## config.mk

```make
export PLATFORM = sky130hd
export DESIGN_NAME = cau_sqrt
export DESIGN_NICKNAME = d
export VERILOG_FILES = /design/src/rtl/core/cau_pkg.sv /design/src/rtl/core/cau_sqrt.sv
export SDC_FILE = /design/constraint.sdc
export NUM_CORES = 1
export LEC_CHECK = 0
export BUFFER_PORTS_ARGS = -buffer_cell sky130_fd_sc_hd__buf_2
export CAP_MARGIN = 5
export CORE_MARGIN = 10
export CORE_UTILIZATION = 40
export CTS_BUF_LIST = sky130_fd_sc_hd__clkbuf_2
export DETAILED_ROUTE_END_ITERATION = 10
export GPL_TIMING_DRIVEN = 1
export MAX_ROUTING_LAYER = met4
export PLACE_DENSITY = 0.65
export SLEW_MARGIN = 0
export SYNTH_ARGS = -nofsm -noshare
export SYNTH_HDL_FRONTEND = slang
export SYNTH_SLANG_ARGS = --single-unit
```

## constraint.sdc

```tcl
create_clock -name clk -period 10.3 [get_ports clk]
set_clock_uncertainty 0.05 [all_clocks]
set_input_delay 2.06 -clock clk [delete_from_list [all_inputs] [get_ports clk]]
set_output_delay 2.06 -clock clk [all_outputs]
set_load 0.01 [all_outputs]
```

## src/rtl/core/cau_pkg.sv

```systemverilog
// Shared types, constants and helper functions of the complex arithmetic unit.
package cau_pkg;

    localparam int DW = 16;            // word width of every operand and result part
    localparam int FB = 8;             // fraction bits
    localparam int PW = 2 * DW;        // product width
    localparam int SW = 2 * DW + 1;    // signed sum of two products
    localparam int MW = 2 * DW;        // magnitude of such a sum
    localparam int IT_STAGES = DW / 2; // two recurrence steps per stage
    localparam int UNIT_LAT = IT_STAGES + 1;
    localparam int LAT = UNIT_LAT + 3;
    localparam int OVF_SH = DW - FB;

    localparam logic [MW-1:0] MAG_MAX = MW'((64'd1 << (DW - 1)) - 64'd1);
    localparam logic [MW-1:0] MAG_MIN = MW'(64'd1 << (DW - 1));

    typedef enum logic [2:0] {
        OP_ADD  = 3'd0,
        OP_SUB  = 3'd1,
        OP_MUL  = 3'd2,
        OP_DIV  = 3'd3,
        OP_CONJ = 3'd4,
        OP_INV  = 3'd5,
        OP_MAG  = 3'd6,
        OP_EQ   = 3'd7
    } op_t;

    typedef logic signed [DW-1:0] word_t;

    typedef struct packed {
        logic  sat;
        word_t val;
    } sat_t;

    // per-item info that rides beside the divider and root pipelines
    typedef struct packed {
        op_t   op;
        word_t re;
        word_t im;
        logic  sat;
        logic  eq;
        logic  dz;
        logic  re_neg;
        logic  im_neg;
    } side_t;

    function automatic logic [MW-1:0] mag_of(input logic signed [SW-1:0] v);
        logic [SW-1:0] u;
        u = v[SW-1] ? SW'(-v) : SW'(v);
        return u[MW-1:0];
    endfunction

    function automatic sat_t sat_mag(input logic neg, input logic [MW-1:0] mag);
        sat_t r;
        r.sat = 1'b0;
        if (!neg)
        begin
            if (mag > MAG_MAX)
            begin
                r.sat = 1'b1;
                r.val = word_t'(MAG_MAX[DW-1:0]);
            end
            else
            begin
                r.val = word_t'(mag[DW-1:0]);
            end
        end
        else
        begin
            if (mag > MAG_MIN)
            begin
                r.sat = 1'b1;
                r.val = word_t'(MAG_MIN[DW-1:0]);
            end
            else
            begin
                r.val = word_t'(DW'(0) - mag[DW-1:0]);
            end
        end
        return r;
    endfunction

endpackage

```

## src/rtl/core/cau_sqrt.sv

```systemverilog
// Pipelined digit-by-digit integer square root.
module cau_sqrt (
    input  logic                    clk,
    input  logic                    adv,
    input  logic [cau_pkg::MW-1:0]  rad,
    output logic [cau_pkg::MW-1:0]  root
);
    import cau_pkg::*;

    typedef struct packed {
        logic [MW-1:0]   n;
        logic [DW+3:0]   rem;
        logic [DW-1:0]   rt;
    } sq_t;

    function automatic sq_t sq_step(input sq_t s);
        sq_t           r;
        logic [DW+3:0] r2;
        logic [DW+3:0] trial;
        r = s;
        r2 = {s.rem[DW+1:0], s.n[MW-1:MW-2]};
        r.n = s.n << 2;
        trial = {2'b00, s.rt, 2'b01};
        if (r2 >= trial)
        begin
            r.rem = r2 - trial;
            r.rt  = {s.rt[DW-2:0], 1'b1};
        end
        else
        begin
            r.rem = r2;
            r.rt  = {s.rt[DW-2:0], 1'b0};
        end
        return r;
    endfunction

    sq_t st_reg [0:IT_STAGES];

    always_ff @(posedge clk)
    begin
        if (adv)
        begin
            st_reg[0].n   <= rad;
            st_reg[0].rem <= '0;
            st_reg[0].rt  <= '0;
        end
    end

    for (genvar k = 1; k <= IT_STAGES; k++)
    begin : g_stage
        sq_t st_next;
        assign st_next = sq_step(sq_step(st_reg[k-1]));
        always_ff @(posedge clk)
        begin
            if (adv)
            begin
                st_reg[k] <= st_next;
            end
        end
    end

    assign root = MW'(st_reg[IT_STAGES].rt);

endmodule

```

======== After elaboration in Yosys (flattened, before gate mapping) ========
Memory sizes are Yosys's and may differ from the RTL's.
Cells that the tools add are included.
storage, ports and cells
  memories kept ........................... 1
  bits in registers ....................... 0
  output and inout bits ................... 32
  bits in writable memories ............... 612
  bits of input ports ..................... 34
  logic and storage cells ................. 51
cells by class
  order comparisons ....................... 16
  add/sub/neg operators ................... 16
  mux-type cells .......................... 18
memories
  memory  words  bits a word  read ports  clocked after Yosys merged registers in  write ports  line            RTL
  st_reg  9      68           9           0                                        9            cau_sqrt.sv:37  sq_t st_reg [0:IT_STAGES];
operators with widths
  operator                                          count
  20-bit by 18-bit >= comparator with 1-bit output  16
  36-bit two-way mux                                8
  34-bit two-way mux                                8
  20-bit by 18-bit subtractor with 20-bit output    8
  18-bit subtractor                                 8
  1-bit two-way mux                                 2

======== Logic depth before layout (Yosys ltp) ========
Gate-level depths: netlist of the first run.
An unclocked memory read counts as a cell.
  depth after elaboration ................. 5
  gate-level depth with buffers ........... 24
  depth with buffers taken out ............ 23

======== Least setup slack after synthesis of the first run ========
Ideal clock, no wire load.
  kind .................................... register to register
  start ................................... memory st_reg[3][25] in the netlist's numbering
  end ..................................... memory st_reg[3][91] in the netlist's numbering, data pin
  required time ........................... 9.990 ns
  cell stages (with the launch flop) ...... 19
  buffers on the path ..................... 4
  period minus slack after synthesis ...... 4.859 ns
  arrival ................................. 4.549 ns
  path slack .............................. 5.441 ns
  setup time .............................. 0.260 ns
  path through ............................ edfxtp_1 ha_1 nand4_1 or4b_1 a211o_1 nor2b_1 buf_2 buf_1 mux2i_1 ha_1 or3b_2 a31oi_1 o41ai_2 a21oi_1 and3b_1 and3b_1 buf_4 buf_6 mux2_4
RTL lines
  what         line
  from (decl)  cau_sqrt.sv:37

==> impl_metrics.toml, run 1 <==
[run_status]
outcome = "complete, no violations"

[synthesis]
synth_top_area_cell = "edfxtp_1"
synth_edf_count = 333
synthArstFlopShare_pct = 0
yosys_warnings = 0
synthesis.area_um2 = 20000
synth_seq_area_share_pct = 50.0
syn_inst = 1808
synthTopCellsByCount = "edfxtp_1 (333), ha_1 (149), nor2_1 (141)"
synth.most_common_cell = "edfxtp_1"
synth.area.top_cells = "edfxtp_1 (50%), ha_1 (9.3%), xnor2_1 (4.4%)"
synth_top_area_share_pct = 50.0
syn_area_per_cell_um2 = 11.1
synth_ff_type = "edfxtp_1"
synth_cell_types = 96
synth-seq-cells = 333

[critical_path]
r2r-end = "st_reg[3][97]"
timing.rr.start = "st_reg[3][5]"
regToRegSetupSlack_ns = 3.95
cp.required_ns = 11.06
cp_top_family = "compound AO/OA/AOI/OAI gates"
cp.arrival_ns = 7.11
cp-startpoint = "st_reg[3][5]"
slowest_stage = "nor2b_1"
cp-start-kind = "register"
reg2regPathDepth = 20
max_stage_delay_ns = 0.85
endpoint = "st_reg[3][97]"
crit_chain = "inv_1 -> ha_1 -> a2111oi_0 -> a211o_1 -> nor2b_1 -> buf_4 -> inv_2 -> nand2_1 -> nand2_1 -> ha_1 -> a21o_1 -> a21o_1 -> a21oi_1 -> o21bai_1 -> a221oi_1 -> a21oi_1 -> and3b_1 -> and3b_1 -> inv_2 -> mux2_2"
critPathKind = "reg2reg"
endpoint_kind = "register"
critPathBufInv = 4
cp_max_fo = 23
path_depth = 20

[pwr]
p_per_area_nw_per_um2 = 195
swShare_pct = 34.9
comb_power_share_pct = 33.3
intPower_w = 0.00276
power_frac_clock_pct = 22.5
p_switching_w = 0.00148
peakVddDrop_v = 0.000112
seq_power_share_pct = 44.2
p_leak_nw = 8.83

[clocking]
path_clk_slew_ns = 0.11
post_cts_buffers = 0
cts_buffer_depth = 3
clockRootBuffer = "clkbuf_2"
clkSinkCount = 333
cts_hold_buf = 0
clk_latency_ns = 1.07
numCtsBuffers = 87
cts_tree = "yes"
htreeDepth = 3
cts_resized = 0

[global_route]
grt_pass1_wl_um = 70100
grt_pass1_vias = 14100
antenna_found_initial = 2
grt_overflow = 0
grt_max_degree = 126
grt_usage_pct = 14.7

[sta]
tightest_slew_ns = 1.04
slew-limit-headroom_pct = 30.3
timing.final.crit_period_ns = 6.35
period_share_pct = 61.6
setup_violations = 0
slew_viol_final = 0
rsz0062_at_grt = "no"
tns_ns = 0
timing.hold.ws_ns = 0.317
finalHoldViolCount = 0
fmax_mhz = 158

[min_path]
hold_class = "reg2reg"

[final_layout]
multiInputGateArea_um2 = 9340
n_fill_cell = 4668
area_growth_pct = 9.08
register_area_um2 = 10000
largest_register_ffs = 333
nets = 2108
final_cell_area_um2 = 21800
layout-drive-gt1-share_pct = 13.0
final_util_pct = 44.4

[floorplanning]
die_x_um = 244
rows = 81
core_area_um2 = 49200
start_util_pct = 40.7
dieHeight_um = 244
die-area_um2 = 59300
ioPinCount = 66

[placed_design]
place_congestion = 0.894
place.port_buffers = 49
place_area_um2 = 20900
hpwl_um = 32500

[drt]
wl_per_cell_um = 16.2
ant_nets = 0
routed_wl_um = 43100
dr.pass1.iters = 5
drc = 0
drt_iter0_markers = 626
via_per_inst = 5.26
vias = 14000

[job]
maxCapViolCount = 0
## how the worst min path moves through the flow
stage	from	to	slack [ns]	cells after the start
floorplan	st_reg[0][36]	st_reg[0][108]	0.35	0
global placement	st_reg[1][118]	st_reg[2][54]	0.35	0
finish	st_reg[0][39]	st_reg[0][111]	0.32	0
global route	st_reg[1][50]	st_reg[1][122]	0.30	0
detailed placement	st_reg[0][43]	st_reg[0][115]	0.35	0
CTS	st_reg[0][39]	st_reg[0][111]	0.31	0
## layout by cell type (no fill, tap or decap), types with 12 or more instances in the layout
cell and count:
clkinv_1 25, inv_1 116, or3_1 16, o21a_1 31, o31ai_1 20, o21ai_0 87
nor4_1 16, a21o_1 50, xnor2_1 101, nor2_1 141, xor2_1 55, nand3b_1 12
edfxtp_1 333, nand3_1 31, nand2b_1 24, nand2_1 128, nor3_1 43, conb_1 18
mux2_2 20, and3_1 12, buf_2 48, clkbuf_2 113, nand4_1 18, nor2b_1 25
ha_1 149, a21oi_1 116
## routing by layer
layer	share of wire, %	track usage [%]	wire, µm	vias to the layer above
li1	-	-	-	7002
met1	45	17.3	19400	6644
met2	48	24.3	20900	257
met3	3.7	2.94	1590	85
met4	2.9	6.23	1250	0
met5	0	-	0	-
## power by group through the flow
| stage | registers [W] | clock network (W) | logic [W] |
|---|---|---|---|
| final | 0.00188 | 0.000953 | 0.00141 |
| after global routing | 0.00190 | 0.00107 | 0.00159 |
| after CTS | 0.00188 | 0.00100 | 0.00141 |
| after detailed placement | 0.00191 | 0 | 0.00140 |
| after floorplan | 0.00185 | 0 | 0.00111 |
| after global placement | 0.00190 | 0 | 0.00139 |
## cell type report
type,instances,area share (%)
Sequential cell,333,45.9
Multi-Input combinational cell,1324,42.8
Tap cell,664,3.81
Clock buffer,113,2.59
Inverter,124,2.13
Timing Repair Buffer,55,1.38
Clock inverter,41,1.31
Antenna cell,6,0.0689
## per-stage QoR
| step | cells | total power, W | setup WS [ns] |
|---|---|---|---|
| finish | 2660 | 0.00424 | 3.95 |
| global route | 2660 | 0.00455 | 3.49 |
| CTS | 2654 | 0.00429 | 3.99 |
| detailed placement | 2500 | 0.00331 | 3.97 |
| global placement | 2500 | 0.00329 | 4.15 |
| floorplan | 1824 | 0.00296 | 5.44 |
## logic make-up (layout without fill, tap and decap cells)
group | count (synthesis) | in the layout | synth area share, %
flip-flops | 333 | 333 | 50.0
multiplexers | 35 | 35 | 1.92
buffers and inverters | 167 | 333 | 3.54
AO/OA/AOI/OAI | 431 | 431 | 14.4
AND/OR/NAND/NOR | 534 | 534 | 13.8
other | 2 | 24 | 0.0376
XOR/XNOR | 156 | 156 | 6.84
adder cells (fa/ha/maj) | 150 | 150 | 9.38
Power figures use the tool's default switching activity.
==> run 2: changes to the inputs <==
PLACE_DENSITY = 0.67   (was 0.65)
clock period = 5.5 ns   (was 10.3 ns; I/O delays follow)
==> run 2 against run 1 <==
Net effect: first-iteration DRC count up 33%; global-route usage is 0.22 points lower; largest cell class unchanged; final cell count grew 1.2%; fmax rose by 23%; non-clock buffer count is 32 higher; critical path type unchanged; critical endpoint is now st_reg[3][32]; utilization is 0.62 points higher; highest routed layer unchanged; clock power grew 91%; hold slack worse by 0.18 ns.
==> impl_metrics.toml, run 2 (same netlist as run 1, synthesis figures left out) <==
[clocking]
path_clk_slew_ns = 0.10
clk_latency_ns = 1.10
cts_buffer_depth = 3
clkSinkCount = 333
htreeDepth = 3
numCtsBuffers = 88
clockRootBuffer = "clkbuf_2"
post_cts_buffers = 0
cts_tree = "yes"

[floorplanning]
die_x_um = 244
core_area_um2 = 49200
rows = 81
dieHeight_um = 244
die-area_um2 = 59300
start_util_pct = 40.7
ioPinCount = 66

[final_layout]
final_cell_count_no_fill = 2692
nets = 2141
final_util_pct = 45.0
largest_register_ffs = 333
area_growth_pct = 10.6
layout_commonest_cell = "edfxtp_1"
final_cell_mix = "edfxtp_1 (333), ha_1 (149), nor2_1 (141)"
layout-drive-gt1-share_pct = 14.2

[min_path]
holdCritStartpoint = "rad[17]"
hold_class = "in2reg"
hold_depth = 1
min_to = "st_reg[0][53]"

[global_route]
antenna_found_initial = 2
grt_pass1_vias = 14100
grt_overflow = 0
grt_max_degree = 119
grt_usage_pct = 14.5
grt_pass1_wl_um = 69600

[drt]
ant_nets = 0
drc = 0
routed_wl_um = 42600
via_per_inst = 5.22
wl_per_cell_um = 15.8
drt_iter0_markers = 832
vias = 14100
dr.pass1.iters = 6

[sta]
slew-limit-headroom_pct = 35.7
setup_violations = 0
timing.final.crit_period_ns = 5.18
slew_viol_final = 0
finalHoldViolCount = 0
timing.hold.ws_ns = 0.140
tightest_slew_ns = 0.964
fin_ws_ns = 0.324
period_share_pct = 94.1
fmax_mhz = 193

[pwr]
p_per_area_nw_per_um2 = 362
p_total_w = 0.00800
peakVddDrop_v = 0.000205
p_leak_nw = 9.00

[placed_design]
dp_cells = 2521
place.port_buffers = 49
place_congestion = 0.895
dp_slack_ns = -0.0944
hpwl_um = 32100

[critical_path]
cp.required_ns = 6.19
timing.rr.start = "st_reg[2][74]"
cp.arrival_ns = 5.86
cp-startpoint = "st_reg[2][74]"
regToRegSetupSlack_ns = 0.32
cp-start-kind = "register"
reg2regPathDepth = 21
critPathKind = "reg2reg"
r2r-end = "st_reg[3][32]"
cp_max_fo = 18
endpoint_kind = "register"

[run_status]
outcome = "complete, no violations"

[job]
maxCapViolCount = 0
[run 2: stage by stage]
| stage | setup TNS, ns | cell area [µm²] |
|---|---|---|
| after floorplan | 0 | 20000 |
| after global placement | 0 | 21100 |
| after detailed placement | -0.200 | 21100 |
| after CTS | 0 | 22100 |
| after global routing | -0.0326 | 22100 |
| final | 0 | 22100 |
[run 2: how the worst max path moves through the flow]
stage,cells after the start,end
CTS,20,st_reg[3][32]
global placement,20,st_reg[3][97]
floorplan,18,st_reg[3][91]
finish,21,st_reg[3][32]
detailed placement,19,st_reg[3][101]
global route,21,st_reg[3][32]
[run 2: worst max-delay path: stages, from the launching register on]
cell and delay [ns]:
edfxtp_1 0.52, inv_1 0.12, ha_1 0.38, nand3_1 0.09
nor2_1 0.29, a41oi_2 0.28, nand3_2 0.14, buf_4 0.25
nor2_1 0.07, nor2_1 0.20, ha_1 0.33, a21o_1 0.20
a21o_1 0.17, a21oi_1 0.19, o21a_1 0.15, a31oi_1 0.09
o31a_1 0.36, nor3_1 0.27, inv_2 0.21, o211ai_1 0.21
o31ai_1 0.13, xor2_1 0.15
[run 2: area by class of cell]
cell class / count / area [µm²]
well taps: 664 / 831
fillers: 4651 / 27000
diodes: 6 / 15.0
flip-flops and latches: 333 / 10000
inverters: 124 / 465
clock inverters: 34 / 251
clock buffers: 120 / 601
repair buffers: 87 / 581
multi-input cells: 1324 / 9370
[run 2: timing repair]
item / in CTS / in global routing
hold buffers: 11 / 0
hold endpoints to repair: 11 / 0
resized for setup: 1 / 6
endpoints found under the setup margin: 2 / 11
[run 2: metal layers]
layer | global-route usage [%] | routed length (µm) | vias to the layer above
met5 | - | 0 | -
met3 | 3.05 | 1730 | 86
li1 | - | - | 7071
met2 | 23.9 | 20700 | 264
met1 | 17.1 | 19100 | 6643
met4 | 5.61 | 1110 | 0
[run 2: report_power, final]
group          switching, W  internal (W)  leakage (nW)
registers          0.000243       0.00326          3.18
clock network       0.00103      0.000787         0.621
logic               0.00150       0.00117          5.20
total               0.00278       0.00522          9.00
